--- config.mk ---
export PLATFORM = sky130hd
export DESIGN_NAME = atz_overlap
export DESIGN_NICKNAME = d
export VERILOG_FILES = /design/src/rtl/core/atz_pkg.sv /design/src/rtl/core/atz_overlap.sv
export SDC_FILE = /design/constraint.sdc
export NUM_CORES = 1
export LEC_CHECK = 0
export BUFFER_PORTS_ARGS = -buffer_cell sky130_fd_sc_hd__buf_4
export CAP_MARGIN = 20
export CORE_UTILIZATION = 50
export DETAILED_ROUTE_END_ITERATION = 12
export PLACE_DENSITY = 0.78
export SYNTH_ARGS = -nofsm -noshare
export SYNTH_HDL_FRONTEND = slang
export SYNTH_SLANG_ARGS = --single-unit
--- constraint.sdc ---
create_clock -name vclk -period 11.96
set_input_delay 1.196 -clock vclk [all_inputs]
set_output_delay 1.196 -clock vclk [all_outputs]
set_load 0.02 [all_outputs]
--- src/rtl/core/atz_pkg.sv ---
// ----------------------------------------------------------------------------
// atz_pkg: shared types and codes of the trigger zone table
// Op and result codes, entry word layout, box type and sequencer states.
// ----------------------------------------------------------------------------
package atz_pkg;

  localparam int MAX_ENTRIES_DEF = 64;
  localparam int COORD_W         = 16;
  localparam int TAG_W           = 16;
  localparam int FLAG_W          = 3;
  localparam int SLOT_W          = 6;
  localparam int KIND_W          = 3;

  // Operation codes
  localparam logic [1:0] OP_CLEAR = 2'd0;
  localparam logic [1:0] OP_ADD   = 2'd1;
  localparam logic [1:0] OP_QUERY = 2'd2;
  localparam logic [1:0] OP_FIRE  = 2'd3;

  // Result kinds
  localparam logic [KIND_W-1:0] KIND_ADDED   = 3'd0;
  localparam logic [KIND_W-1:0] KIND_FULL    = 3'd1;
  localparam logic [KIND_W-1:0] KIND_TRIG    = 3'd2;
  localparam logic [KIND_W-1:0] KIND_NONE    = 3'd3;
  localparam logic [KIND_W-1:0] KIND_CLEARED = 3'd4;

  // Flag bit positions
  localparam int FLAG_ONCE   = 0;
  localparam int FLAG_ACTION = 1;
  localparam int FLAG_FIRED  = 2;

  // Box: center x, y (signed) and full width, height (unsigned)
  typedef struct packed {
    logic [COORD_W-1:0] h;
    logic [COORD_W-1:0] w;
    logic [COORD_W-1:0] y;
    logic [COORD_W-1:0] x;
  } box_t;

  // One table entry as held in the entry memory
  typedef struct packed {
    box_t              box;
    logic [TAG_W-1:0]  tag;
    logic [FLAG_W-1:0] flags;
  } entry_t;

  localparam int ENTRY_W = $bits(entry_t);

  typedef enum logic [2:0] {
    S_IDLE,
    S_READ,
    S_TEST_A,
    S_TEST_B,
    S_FINISH
  } state_t;

endpackage

--- src/rtl/core/atz_overlap.sv ---
// ----------------------------------------------------------------------------
// atz_overlap: inclusive box overlap test
// Compares two center-plus-size boxes on doubled coordinates.
// ----------------------------------------------------------------------------
module atz_overlap (
  input  atz_pkg::box_t ebox,
  input  atz_pkg::box_t qbox,
  output logic          hit
);

  logic signed [17:0] a0, a1, b0, b1, c0, c1, d0, d1;

  // span = 2*center -/+ size, 18 bits signed holds every case
  always_comb begin
    a0 = $signed({ebox.x[15], ebox.x, 1'b0}) - $signed({2'b00, ebox.w});
    a1 = $signed({ebox.x[15], ebox.x, 1'b0}) + $signed({2'b00, ebox.w});
    c0 = $signed({ebox.y[15], ebox.y, 1'b0}) - $signed({2'b00, ebox.h});
    c1 = $signed({ebox.y[15], ebox.y, 1'b0}) + $signed({2'b00, ebox.h});
    b0 = $signed({qbox.x[15], qbox.x, 1'b0}) - $signed({2'b00, qbox.w});
    b1 = $signed({qbox.x[15], qbox.x, 1'b0}) + $signed({2'b00, qbox.w});
    d0 = $signed({qbox.y[15], qbox.y, 1'b0}) - $signed({2'b00, qbox.h});
    d1 = $signed({qbox.y[15], qbox.y, 1'b0}) + $signed({2'b00, qbox.h});
    hit = !((a1 < b0) || (b1 < a0) || (c1 < d0) || (d1 < c0));
  end

endmodule

==> metrics.txt <==
Fin. Hold Viols=0; Seq cells=0; worst path arrival time=5.08 ns; Die Height=124.2 um; Cell Area, Synth=0.007468 sq mm; leakage power=4.320 nW; Synth area leader=ha_1; Worst Hold End=hit; Starting Density=51.39%; RSZ-0062 raised after global routing=no; critical path startpoint category=input pin; Max Slew Vio Count=0; area growth from synthesis to layout=13.52%; Layout Cell Area excl Fill=0.008478 sq mm; placed insts=1328; Hold Crit Start=ebox[15]; WHS=3.296 ns; gr usage total=23.46%; switching share of total power=55.04%; worst-margin pin slew=0.7059 ns; remaining global-route overflow=0; Port Buffer Count=129; Power Internal=0.2430 mW; register area=0 sq um; num ports=129; sequential power share=0%; Gate Count Post-Synth=1049; Site Rows=44; hold_buf cts=0; routed vias=7555; worst-path maximum fanout=3; worst hold stages=7; most numerous cell in the Yosys netlist=ha_1; Non-Filler Instances=1328; Sw Pwr=0.2975 mW; Logic pwr share=100.0%; CLK BUF=0; Placed Area=0.008478 sq mm; post-synth top area share=31.50%; Critical Path RT=10.76 ns; Worst slew margin=52.44%; GP Congestion=0.9051; Post-DP HPWL=16200 um; Final Net Count=1470; Setup Fix Bufs, Post-CTS=0; DR vias/cell=5.689; # resized after CTS=0; Tcrit/Tclk final=52.45%; first-pass GRT wire length=31350 um; # Max-Cap Violations=0; 1st-pass router iterations=6; die area=0.01543 sq mm; crit path kind=in -> out; Yosys warning count=0; peak supply drop=0.00003128 V; syn nets=1373; antenna violations before repair=0; Ant. Diodes=0; status=completed; antenna-violating nets left=0; synth top area cells=ha_1 31%, xnor2_1 8.8%, a21oi_1 7.0%; Pwr Density=63.74 mW/mm^2; DRC violations left=0; vias in the first global route=7079; Netlist cell types=71; syn_area_per_cell=7.120 sq um; Final Setup Violations=0; CP Capture Type=primary output; final wirelength=18530 um; register area share after synthesis=0%; initial DRC count=448; clock network fraction of total power=0%; wire per inst=13.95 um; worst hold path class=in -> out; core area=0.01453 sq mm; die width=124.2 um; min Tclk post-route=6.273 ns; layout cells sized above 1=12.94%; Synth top cells by count=188 x ha_1, 137 x inv_1, 105 x a21oi_1; Setup TNS Final=0 ns; Fmax=159.4 MHz; pin count of the biggest net entering global routing=14
[power by group through the flow]
stage | registers [mW] | logic [mW] | clock network, mW
final | 0 | 0.540 | 0
after global routing | 0 | 0.610 | 0
after CTS | 0 | 0.538 | 0
after detailed placement | 0 | 0.534 | 0
after global placement | 0 | 0.521 | 0
after floorplan | 0 | 0.395 | 0
[worst max-delay path by stage]
stage,slack [ns],endpoint,cells past startpoint,startpoint
finish,5.69,hit,18,qbox[0]
global route,5.19,hit,17,ebox[33]
CTS,5.66,hit,18,qbox[0]
detailed placement,5.69,hit,18,qbox[0]
global placement,5.73,hit,18,qbox[0]
floorplan,6.15,hit,16,qbox[0]
[routing by layer]
layer | track usage [%] | part of all wire, % | vias to the layer above
met5 | 0 | 0 | -
met4 | 5.315 | 2.6 | 0
met3 | 1.853 | 4.6 | 34
met2 | 42.22 | 48 | 203
met1 | 30.06 | 45 | 3428
li1 | - | - | 3890
[metrics by stage]
step / utilization [%] / setup WS [ns] / power (mW)
2_1_floorplan: - / 6.150 / 0.3953
3_3_place_gp: 58.33 / 5.733 / 0.5205
3_5_place_dp: 58.33 / 5.692 / 0.5337
4_1_cts: 58.33 / 5.662 / 0.5378
5_1_grt: 58.33 / 5.186 / 0.6099
6_report: 58.33 / 5.687 / 0.5404
[area by class of cell]
cell class / instances / area [sq um]
inverter: 139 / 521.8
timing repair buffer: 129 / 968.4
fill: 1439 / 6056
multi-input combinational: 876 / 6758
tap: 184 / 230.2
[placed cells by master, fill, tap and decap left out, types with 3 or more instances in the layout]
master / instances
o21bai_1: 19
a211o_1: 7
and3_1: 3
nand2_1: 40
xnor2_1: 75
buf_4: 129
nand2b_1: 21
o31ai_1: 14
xor2_1: 27
o21a_1: 4
nor4_1: 7
nand4b_1: 3
a221oi_1: 8
nor3b_1: 5
ha_1: 188
a21oi_1: 105
nand3_1: 17
a2111oi_0: 6
a211oi_1: 14
nand4_1: 14
o21ai_0: 62
o22ai_1: 3
or3_1: 5
and4_1: 4
nor3_1: 24
nor2b_1: 21
a21o_1: 27
inv_1: 137
fa_1: 8
a31oi_1: 9
nor2_1: 91
[worst max-delay path: stages]
cell and delay, ns:
buf_4 0.13, ha_1 0.20, inv_1 0.07, fa_1 0.20
o21bai_1 0.11, a41oi_1 0.21, o21ai_0 0.17, o31ai_1 0.45
o221a_2 0.32, a21oi_1 0.10, xnor2_1 0.14, ha_1 0.31
nand4_1 0.10, or4_1 0.51, o21ai_0 0.24, mux2i_1 0.14
nor3_1 0.26, buf_4 0.19
[logic make-up after synthesis]
kind of cell             share of synthesized area (%)
AO/OA/AOI/OAI                                    26.92
AND/OR/NAND/NOR                                  17.69
adder cells (fa/ha/maj)                          33.64
buffers and inverters                            9.516
XOR/XNOR                                         11.96
multiplexers                                    0.2681
Power figures use the tool's default switching activity.
