[config.mk]
export PLATFORM = sky130hd
export DESIGN_NAME = atz_ram
export DESIGN_NICKNAME = d
export VERILOG_FILES = /design/src/rtl/core/atz_ram.sv
export SDC_FILE = /design/constraint.sdc
export NUM_CORES = 1
export LEC_CHECK = 0
export BUFFER_PORTS_ARGS = -buffer_cell sky130_fd_sc_hd__buf_2
export CAP_MARGIN = 5
export CORE_ASPECT_RATIO = 0.75
export CORE_MARGIN = 5
export CORE_UTILIZATION = 35
export DETAILED_ROUTE_END_ITERATION = 10
export GPL_TIMING_DRIVEN = 0
export PLACE_DENSITY = 0.59
export SETUP_SLACK_MARGIN = 0.15
export SYNTH_ARGS = -nofsm -noshare
export SYNTH_HDL_FRONTEND = slang
export SYNTH_SLANG_ARGS = --single-unit
[constraint.sdc]
create_clock -name clk -period 5 [get_ports clk]
set_clock_uncertainty 0.2 [all_clocks]
set_input_delay 0.5 -clock clk [delete_from_list [all_inputs] [get_ports clk]]
set_output_delay 0.5 -clock clk [all_outputs]
set_load 0.02 [all_outputs]
[src/rtl/core/atz_ram.sv]
// ----------------------------------------------------------------------------
// atz_ram: generic simple dual-port RAM
// One write port, one read port, registered read data.
// ----------------------------------------------------------------------------
module atz_ram #(
  parameter int WIDTH = 8,
  parameter int DEPTH = 64,
  parameter int AW    = (DEPTH > 1) ? $clog2(DEPTH) : 1
) (
  input  logic             clk,
  input  logic             we,
  input  logic [AW-1:0]    waddr,
  input  logic [WIDTH-1:0] wdata,
  input  logic [AW-1:0]    raddr,
  output logic [WIDTH-1:0] rdata
);

  logic [WIDTH-1:0] mem [DEPTH];

  always_ff @(posedge clk) begin
    if (we) begin
      mem[waddr] <= wdata;
    end
    rdata <= mem[raddr];
  end

endmodule

==> results of run 1 <==
==> worst max-delay path: stages <==
cell and delay (ns):
buf_2 0.19, buf_2 0.36, buf_1 0.77, clkbuf_1 0.60
o221ai_1 0.23, o21ai_0 0.33, o311ai_1 0.30, nand2_1 0.20
==> power groups by stage <==
stage	clock network (W)	logic [W]	registers, W
global route	0.00388	0.000522	0.00484
detailed placement	0	0.000495	0.00493
CTS	0.00370	0.000496	0.00484
finish	0.00364	0.000497	0.00483
global placement	0	0.000488	0.00493
floorplan	0	0.000257	0.00493
==> flip-flops by register name, summed over array words and instances (netlist names) <==
signal / count
mem: 512
rdata: 8
==> synth_stat cells (all sizes together) (8+ instances only) <==
cell,number
dfxtp,8
clkbuf,17
buf,34
nor2,83
nand3,13
mux4,126
nand2,19
nor2b,14
mux2i,23
edfxtp,512
o221ai,8
o22ai,8
mux2,13
==> cells in the final DEF, fill, tap and decap left out, types with 3 or more instances in the layout <==
master and count:
clkbuf_16 51, a21oi_1 3, nand2_1 19, nor2b_1 14, clkbuf_8 6, a22oi_1 3, buf_2 32, clkbuf_1 32
edfxtp_1 512, buf_6 4, clkinv_2 5, o2bb2ai_1 3, buf_4 15, a211oi_1 4, o2111ai_1 3, nor2_1 83
mux4_2 126, clkinv_1 8, a221oi_1 6, nand3b_1 3, nor3_1 7, buf_1 4, dfxtp_1 8, mux2i_1 23
o221ai_1 8, o22ai_1 8, nand3_1 13, mux2_2 13, nand2b_1 7
==> cell families (layout without fill, tap and decap cells) <==
| group | after synthesis | after routing | share of synthesized area [%] |
|---|---|---|---|
| buffers and inverters | 51 | 163 | 1.57 |
| muxes | 162 | 162 | 15.9 |
| and+or+nand+nor | 153 | 153 | 3.39 |
| AOI/OAI and AO/OA | 54 | 54 | 2.07 |
| DFF | 520 | 520 | 77.0 |
==> metrics by stage <==
step           instance area, sq um  instances
6_report                      22800       1832
5_1_grt                       22800       1832
4_1_cts                       22800       1832
3_5_place_dp                  21300       1743
3_3_place_gp                  21200       1741
2_1_floorplan                 20200        940
==> per-layer routing <==
metal	global-route usage (%)	up-vias	wire, microns
met5	0	-	0
met4	3.12	0	1010
met3	4.44	79	5210
met2	22.3	495	21100
met1	24.4	5300	22500
li1	-	4084	-
==> worst min-delay path by stage <==
stage,from,to,cells after the start
after global routing,raddr[5],rdata[3],2
after global placement,rdata[1],rdata[1],1
after detailed placement,rdata[0],rdata[0],1
final,raddr[5],rdata[5],2
after CTS,raddr[5],rdata[3],2
after floorplan,wdata[0],mem[0][0],0
==> area by class of cell <==
class	count	area, sq um
clock inverter	17	135
timing repair buffer	23	120
multi-input combinational	369	4320
buffer	51	317
clock buffer	72	1420
fill	5135	34400
tap	780	976
sequential	520	15500
==> results.sh, run 1 <==
export IMPL_clockPowerShare_pct=40.6
export IMPL_detail_route_first_pass_iterations=5
export IMPL_drt_wirelength_per_cell_microns=27.2
export IMPL_pre_cts_ws_ns=1.31
export IMPL_cts_root_buf="clkbuf_16"
export IMPL_worstSetupStartpoint="raddr[2]"
export IMPL_synth_main_ff_cell="edfxtp_1"
export IMPL_grt_use_total_pct=15.7
export IMPL_syn_nets=962
export IMPL_tightest_slew_ns=1.28
export IMPL_hold_violations=0
export IMPL_period_share_pct=63.9
export IMPL_finalPower_w=0.00898
export IMPL_hold_slack_ns=0.210
export IMPL_route_vias_total=9958
export IMPL_drtAntennaViolNets=0
export IMPL_synth_edff_count=512
export IMPL_netlist_area_leader_share_pct=76.2
export IMPL_finalSetupTns_ns=0
export IMPL_mappedNetlistArea_sq_mm=0.0202
export IMPL_switchingPower_w=0.00192
export IMPL_cts_sinks=520
export IMPL_synthCells=940
export IMPL_ys_top_cells_by_area="edfxtp_1, mux4_2, nor2_1"
export IMPL_power_density_mw_per_mm2=393
export IMPL_rsz0062_at_grt="no"
export IMPL_postCtsHoldBufs=0
export IMPL_worstPathArrival_ns=3.51
export IMPL_max_slew_margin_pct=14.9
export IMPL_synth_top_cell_by_area="edfxtp_1"
export IMPL_fmax_mhz=313
export IMPL_diodes=0
export IMPL_drt_iter0_drc=1271
export IMPL_ys_seq_elements=520
export IMPL_cts_clk_slew_worst_paths_ns=0.06
export IMPL_cts_buffer_depth=3
export IMPL_utilization_pct=39.9
export IMPL_area_delta_synth_final_pct=13.1
export IMPL_grt_pass1_wl_microns=71300
export IMPL_leakage_nw=6.98
export IMPL_start_kind="input port"
export IMPL_grt_overflow=0
export IMPL_cts_resized_gates=0
export IMPL_coreArea_sq_mm=0.0572
export IMPL_clkLatencyLatePin_ns=0.59
export IMPL_yosysWarningCount=0
export IMPL_routabilityCongestion=0.843
export IMPL_hold_path_class="in -> reg"
export IMPL_fin_crit_ns=3.20
export IMPL_vdd_drop_max_mv=0.244
export IMPL_dp_hpwl_microns=32100
export IMPL_reg2reg_depth=5
export IMPL_drive_above_1_share_pct=24.7
export IMPL_ys_seq_area_share_pct=77.0
export IMPL_die_w_microns=287
export IMPL_die_h_microns=218
export IMPL_syn_avg_cell_area_sq_um=21.5
export IMPL_ys_types=40
export IMPL_combPwrFrac_pct=5.5
export IMPL_start_util_pct=35.2
export IMPL_cts_buffers=49
export IMPL_routed_wl_microns=49800
export IMPL_p_int_w=0.00706
export IMPL_finalMaxSlewViolations=0
export IMPL_pwr_share_seq_pct=53.9
export IMPL_max_cap_violations=0
export IMPL_rows=76
export IMPL_die_area_sq_mm=0.0626
export IMPL_via_per_inst=5.44
export IMPL_io_pins=30
export IMPL_status="finished clean"
export IMPL_setup_viol=0
export IMPL_cts_setup_buffers=0
export IMPL_cp_required_ns=5.31
export IMPL_p_sw_share_pct=21.4
export IMPL_fin_ws_ns=1.80
export IMPL_worstSetupPathType="in -> reg"
export IMPL_h_tree_depth=2
export IMPL_crit_path_end="rdata[7]"
export IMPL_reg2reg_from="mem[21][4]"
export IMPL_cp_end_kind="register"
export IMPL_path_max_fanout=10
export IMPL_grt_max_degree=65
export IMPL_port_buffers=21
export IMPL_rrSetupSlack_ns=2.46
export IMPL_tritoncts="yes"
export IMPL_timing_rr_end="rdata[4]"
export IMPL_synthArstFlopShare_pct=0
export IMPL_grt_antenna_before_repair=0
export IMPL_grt_pass1_vias=9909
export IMPL_drc=0
export IMPL_final_nets=1036
(Power assumes the default switching activity.)
==> run 2, diff against run 1 <==
- ABC_AREA: unset -> 1
- clock period: 5 -> 3 ns (I/O delays scaled with it)
==> run 2 against run 1 <==
Effect of this change: synthesized area up 5.8%; core utilization up 0.38 points; critical path type unchanged; die area up 5.6%; non-clock buffer count up 72.
==> results.sh, run 2 <==
export IMPL_largest_reg_flops=512
export IMPL_cts_setup_buffers=0
export IMPL_tightest_slew_ns=1.32
export IMPL_clkLatencyLatePin_ns=0.58
export IMPL_power_density_mw_per_mm2=643
export IMPL_via_per_inst=5.35
export IMPL_setup_viol=0
export IMPL_cts_resized_gates=0
export IMPL_placedCellCount=2638
export IMPL_max_slew_margin_pct=11.4
export IMPL_switchingPower_w=0.00358
export IMPL_ys_types=16
export IMPL_worstSetupPathType="in -> reg"
export IMPL_finalMaxSlewViolations=0
export IMPL_start_kind="input port"
export IMPL_port_buffers=21
export IMPL_period_share_pct=89.2
export IMPL_cts_sinks=520
export IMPL_cp_end_kind="register"
export IMPL_combPwrFrac_pct=7.3
export IMPL_hold_violations=0
export IMPL_hold_path_class="in -> reg"
export IMPL_grt_antenna_before_repair=0
export IMPL_routed_wl_microns=65700
export IMPL_cts_buffers=51
export IMPL_drtAntennaViolNets=0
export IMPL_cts_buffer_depth=3
export IMPL_drive_above_1_share_pct=10.4
export IMPL_grt_use_total_pct=19.6
export IMPL_area_delta_synth_final_pct=13.9
export IMPL_top_regs="mem: 512 flops, rdata: 8 flops"
export IMPL_layout_common_cells="nand2_1, edfxtp_1, nand3_1"
export IMPL_crit_buf_inv=2
export IMPL_cts_root_buf="clkbuf_16"
export IMPL_p_sw_share_pct=22.9
export IMPL_dp_hpwl_microns=45500
export IMPL_max_cap_violations=0
export IMPL_tritoncts="yes"
export IMPL_worstPathArrival_ns=2.66
export IMPL_h_tree_depth=2
export IMPL_top_register="mem"
export IMPL_routabilityCongestion=0.948
export IMPL_drc=0
export IMPL_syn_avg_cell_area_sq_um=11.8
export IMPL_netlist_area_leader_share_pct=72.0
export IMPL_vdd_drop_max_mv=0.389
export IMPL_die_w_microns=295
export IMPL_grt_pass1_wl_microns=94800
export IMPL_fmax_mhz=374
export IMPL_coreArea_sq_mm=0.0604
export IMPL_mappedNetlistArea_sq_mm=0.0213
export IMPL_pre_cts_ws_ns=-0.218
export IMPL_ys_top_cells_by_area="edfxtp_1, nand2_1, nand3_1"
export IMPL_final_nets=1913
export IMPL_rsz0062_at_grt="no"
export IMPL_drt_wirelength_per_cell_microns=24.1
export IMPL_start_util_pct=35.3
export IMPL_ys_seq_elements=520
export IMPL_critPathTopFamily="simple AND/OR/NAND/NOR gates"
export IMPL_leakage_nw=8.70
export IMPL_finalPower_w=0.0156
export IMPL_cts_clk_slew_worst_paths_ns=0.06
export IMPL_synth_main_ff_cell="edfxtp_1"
export IMPL_grt_max_degree=65
export IMPL_slowest_stage="nor2_1"
export IMPL_drt_iter0_drc=2059
export IMPL_synthCells=1805
export IMPL_synthArstFlopShare_pct=0
export IMPL_final_instance_count_excl_fill=2733
export IMPL_cpPeakStageDelay_ns=1.15
export IMPL_grt_pass1_vias=13600
export IMPL_p_int_w=0.0121
export IMPL_clockPowerShare_pct=41.2
export IMPL_postCtsHoldBufs=0
export IMPL_detail_route_first_pass_iterations=6
export IMPL_syn_nets=1827
export IMPL_worstPathCellList="clkbuf_1 -> inv_1 -> nand4_1 -> nor2_1"
export IMPL_cp_required_ns=2.99
export IMPL_fin_ws_ns=0.325
export IMPL_yosysWarningCount=0
export IMPL_rows=78
export IMPL_n_fill_cell=5686
export IMPL_yosysMostFrequentCell="nand2_1"
export IMPL_finalSetupTns_ns=0
export IMPL_synth_top_cell_by_area="edfxtp_1"
export IMPL_fin_crit_ns=2.68
export IMPL_synth_common_cells="nand2_1, edfxtp_1, nand3_1, nor2_1, buf_2"
export IMPL_ys_seq_area_share_pct=72.8
export IMPL_status="finished clean"
export IMPL_grt_overflow=0
export IMPL_utilization_pct=40.2
export IMPL_path_max_fanout=9
export IMPL_synth_edff_count=512
export IMPL_io_pins=30
export IMPL_route_vias_total=14600
export IMPL_die_h_microns=224
export IMPL_layout_commonest_cell="nand2_1"
export IMPL_die_area_sq_mm=0.0661
export IMPL_pwr_share_seq_pct=51.5
## run 2: cell count changes in the layout (fill, tap and decap cells not counted), moves of 23 or more
cell / before / now
buf_2: 32 / 55
buf_6: 4 / 35
mux2i_1: 23 / 0
mux4_2: 126 / 0
nand2_1: 19 / 648
nand3_1: 13 / 439
nor2_1: 83 / 56
## run 2: layout make-up
cell class / count / area [sq um] / share of cell area, %
sequential: 520 / 15500 / 63.9
multi-input combinational: 1160 / 5000 / 20.6
clock buffer: 62 / 1360 / 5.60
tap: 800 / 1000 / 4.12
buffer: 113 / 808 / 3.33
clock inverter: 32 / 298 / 1.23
timing repair buffer: 33 / 253 / 1.04
inverter: 12 / 50.0 / 0.206
antenna: 1 / 2.50 / 0.0103
## run 2: final timing paths
check / from / endpoint / slack, ns / depth (start not counted)
hold / removal: wdata[5] / mem[59][5] / 0.1 / 1
hold reg to reg: mem[4][1] / rdata[1] / 0.75 / 8
setup reg to reg: mem[35][3] / rdata[3] / 1.28 / 8
setup / recovery: waddr[1] / mem[9][0] / 0.32 / 4
## run 2: per-layer routing
metal  routed length (microns)  global-route usage (%)  part of all wire, %
met1                     30100                    31.1                   46
met2                     26500                    26.6                   40
met3                      8270                    6.41                   13
met4                       812                    2.84                  1.2
met5                         0                       0                    0
## run 2: cells by family after synthesis
kind of cell           count (synthesis)  share of synthesized area (%)
and+or+nand+nor                     1160                           23.2
buffers and inverters                125                           4.02
DFF                                  520                           72.8
## run 2: power by group through the flow
stage               Sequential [W]  Combinational (W)  Clock [W]
floorplan                  0.00823           0.000565          0
global placement           0.00821            0.00108          0
detailed placement         0.00821            0.00111          0
CTS                        0.00805            0.00111    0.00650
global route               0.00805            0.00122    0.00684
finish                     0.00805            0.00114    0.00644
## run 2: through the flow
step,hold slack (ns),instance area [sq um]
global route,0.0947,24300
floorplan,0.199,21300
detailed placement,0.516,22600
global placement,0.518,22400
CTS,0.0865,24300
finish,0.0953,24300
==> run 3, diff against run 2 <==
- ABC_AREA: 1 -> unset
==> run 3 against run 2 <==
Effect of this change: register-to-register slack worse by 0.81 ns; worst hold slack better by 0.086 ns; final cell count is 33% lower; non-clock buffer count is 72 lower; sequential cell count stayed put; count of clock-buffer cells in the layout is 10 higher; via count is 32% lower; combinational power is 27% lower; critical path depth is 2 higher; critical path type unchanged.
==> results.sh, run 3 (same netlist as run 1, synthesis figures left out) <==
export IMPL_setup_viol=0
export IMPL_grt_max_degree=65
export IMPL_cp_required_ns=3.20
export IMPL_routed_wl_microns=49600
export IMPL_cts_sinks=520
export IMPL_max_cap_violations=0
export IMPL_drtAntennaViolNets=0
export IMPL_start_kind="input port"
export IMPL_layout_common_cells="edfxtp_1, mux4_2, nor2_1"
export IMPL_drt_wirelength_per_cell_microns=27.1
export IMPL_hold_end="mem[49][1]"
export IMPL_grt_pass1_vias=9919
export IMPL_switchingPower_w=0.00319
export IMPL_p_int_w=0.0118
export IMPL_grt_pass1_wl_microns=71300
export IMPL_grt_antenna_before_repair=0
export IMPL_layout_commonest_cell="edfxtp_1"
export IMPL_reg2reg_from="mem[21][4]"
export IMPL_fmax_mhz=366
export IMPL_status="finished clean"
export IMPL_cts_buffers=49
export IMPL_grt_use_total_pct=15.7
export IMPL_cts_root_buf="clkbuf_16"
export IMPL_die_h_microns=218
export IMPL_final_nets=1036
export IMPL_holdPathStages=3
export IMPL_drive_above_1_share_pct=24.9
export IMPL_drc=0
export IMPL_slowest_stage="o41ai_1"
export IMPL_largest_reg_flops=512
export IMPL_cts_setup_buffers=0
export IMPL_area_delta_synth_final_pct=13.2
export IMPL_fin_crit_ns=2.73
export IMPL_h_tree_depth=2
export IMPL_path_max_fanout=10
export IMPL_finalMaxSlewViolations=0
export IMPL_cts_buffer_depth=3
export IMPL_max_slew_margin_pct=14.5
export IMPL_start_util_pct=35.2
export IMPL_combPwrFrac_pct=5.5
export IMPL_port_buffers=21
export IMPL_hp_start="waddr[0]"
export IMPL_finalSetupTns_ns=0
export IMPL_clkLatencyLatePin_ns=0.58
export IMPL_route_vias_total=9928
export IMPL_detail_route_first_pass_iterations=5
export IMPL_die_w_microns=287
export IMPL_worstPathArrival_ns=2.92
export IMPL_worstPathCellList="buf_2 -> clkbuf_1 -> nand2b_1 -> o22ai_1 -> o21a_1 -> o41ai_1"
export IMPL_vdd_drop_max_mv=0.405
export IMPL_top_regs="mem: 512 flops, rdata: 8 flops"
export IMPL_die_area_sq_mm=0.0626
export IMPL_crit_buf_inv=2
export IMPL_tritoncts="yes"
export IMPL_utilization_pct=39.9
export IMPL_hold_violations=0
export IMPL_tightest_slew_ns=1.28
export IMPL_period_share_pct=91.0
export IMPL_power_density_mw_per_mm2=655
export IMPL_timing_rr_end="rdata[4]"
export IMPL_cp_end_kind="register"
export IMPL_via_per_inst=5.42
export IMPL_grt_overflow=0
export IMPL_rsz0062_at_grt="no"
export IMPL_critPathTopFamily="compound AO/OA/AOI/OAI gates"
export IMPL_dp_hpwl_microns=32100
export IMPL_reg2reg_depth=5
export IMPL_p_sw_share_pct=21.3
export IMPL_rrSetupSlack_ns=0.47
export IMPL_placedCellCount=1743
export IMPL_diodes=0
export IMPL_io_pins=30
export IMPL_hold_path_class="in -> reg"
export IMPL_clockPowerShare_pct=40.6
export IMPL_worstSetupPathType="in -> reg"
export IMPL_cts_clk_slew_worst_paths_ns=0.06
export IMPL_leakage_nw=6.99
export IMPL_rows=76
export IMPL_routabilityCongestion=0.843
export IMPL_coreArea_sq_mm=0.0572
export IMPL_pwr_share_seq_pct=53.9
export IMPL_final_instance_count_excl_fill=1832
export IMPL_top_register="mem"
export IMPL_cpPeakStageDelay_ns=0.71
export IMPL_drt_iter0_drc=1248
[run 3: cell type report]
| type | count | area [sq um] |
|---|---|---|
| clock inverter | 17 | 135 |
| multi-input combinational | 369 | 4320 |
| clock buffer | 72 | 1420 |
| fill | 5134 | 34400 |
| sequential | 520 | 15500 |
| tap | 780 | 976 |
| timing repair buffer | 24 | 130 |
| buffer | 50 | 322 |
[run 3: metal layers]
layer | GRT usage (%) | part of all wire (%) | wire length [microns] | up-vias
met3 | 4.44 | 10 | 5080 | 79
met5 | 0 | 0 | 0 | -
met4 | 3.12 | 1.8 | 912 | 0
met1 | 24.4 | 45 | 22400 | 5291
li1 | - | - | - | 4080
met2 | 22.3 | 43 | 21200 | 478
[run 3: per-stage QoR]
stage	setup WS (ns)	area, sq um	total power (W)	hold WS (ns)
after global placement	-0.480	21200	0.00902	0.521
after global routing	0.262	22800	0.0154	0.205
after CTS	0.155	22800	0.0151	0.153
after detailed placement	-0.488	21300	0.00904	0.525
after floorplan	0.832	20200	0.00865	0.199
final	0.271	22800	0.0150	0.182
[run 3: tightest hold or removal path, delay by kind of cell]
kind	cells	cell delay (ns)
buffers and inverters	1	0.16
AND/OR/NAND/NOR	2	0.29
[run 3: timing repair]
item | in CTS | in global routing
resized for setup | 2 | 2
endpoints found under the hold margin | 2 | 0
hold buffers | 1 | 0
gates cloned | 0 | 0
endpoints found under the setup margin | 1 | 4
[run 3: power groups by stage]
stage | combinational (W) | sequential [W] | clock, W
2_1_floorplan | 0.000429 | 0.00822 | 0
3_3_place_gp | 0.000813 | 0.00821 | 0
3_5_place_dp | 0.000824 | 0.00822 | 0
4_1_cts | 0.000828 | 0.00806 | 0.00617
5_1_grt | 0.000871 | 0.00806 | 0.00646
6_report | 0.000828 | 0.00806 | 0.00607
[run 3: how the worst max path moves through the flow]
stage / startpoint / endpoint / slack, ns / depth (start not counted)
floorplan: raddr[1] / rdata[3] / 0.83 / 7
global placement: raddr[1] / rdata[7] / -0.48 / 8
detailed placement: raddr[1] / rdata[7] / -0.49 / 8
CTS: raddr[2] / rdata[7] / 0.16 / 8
global route: raddr[3] / rdata[5] / 0.26 / 6
finish: raddr[3] / rdata[5] / 0.27 / 6
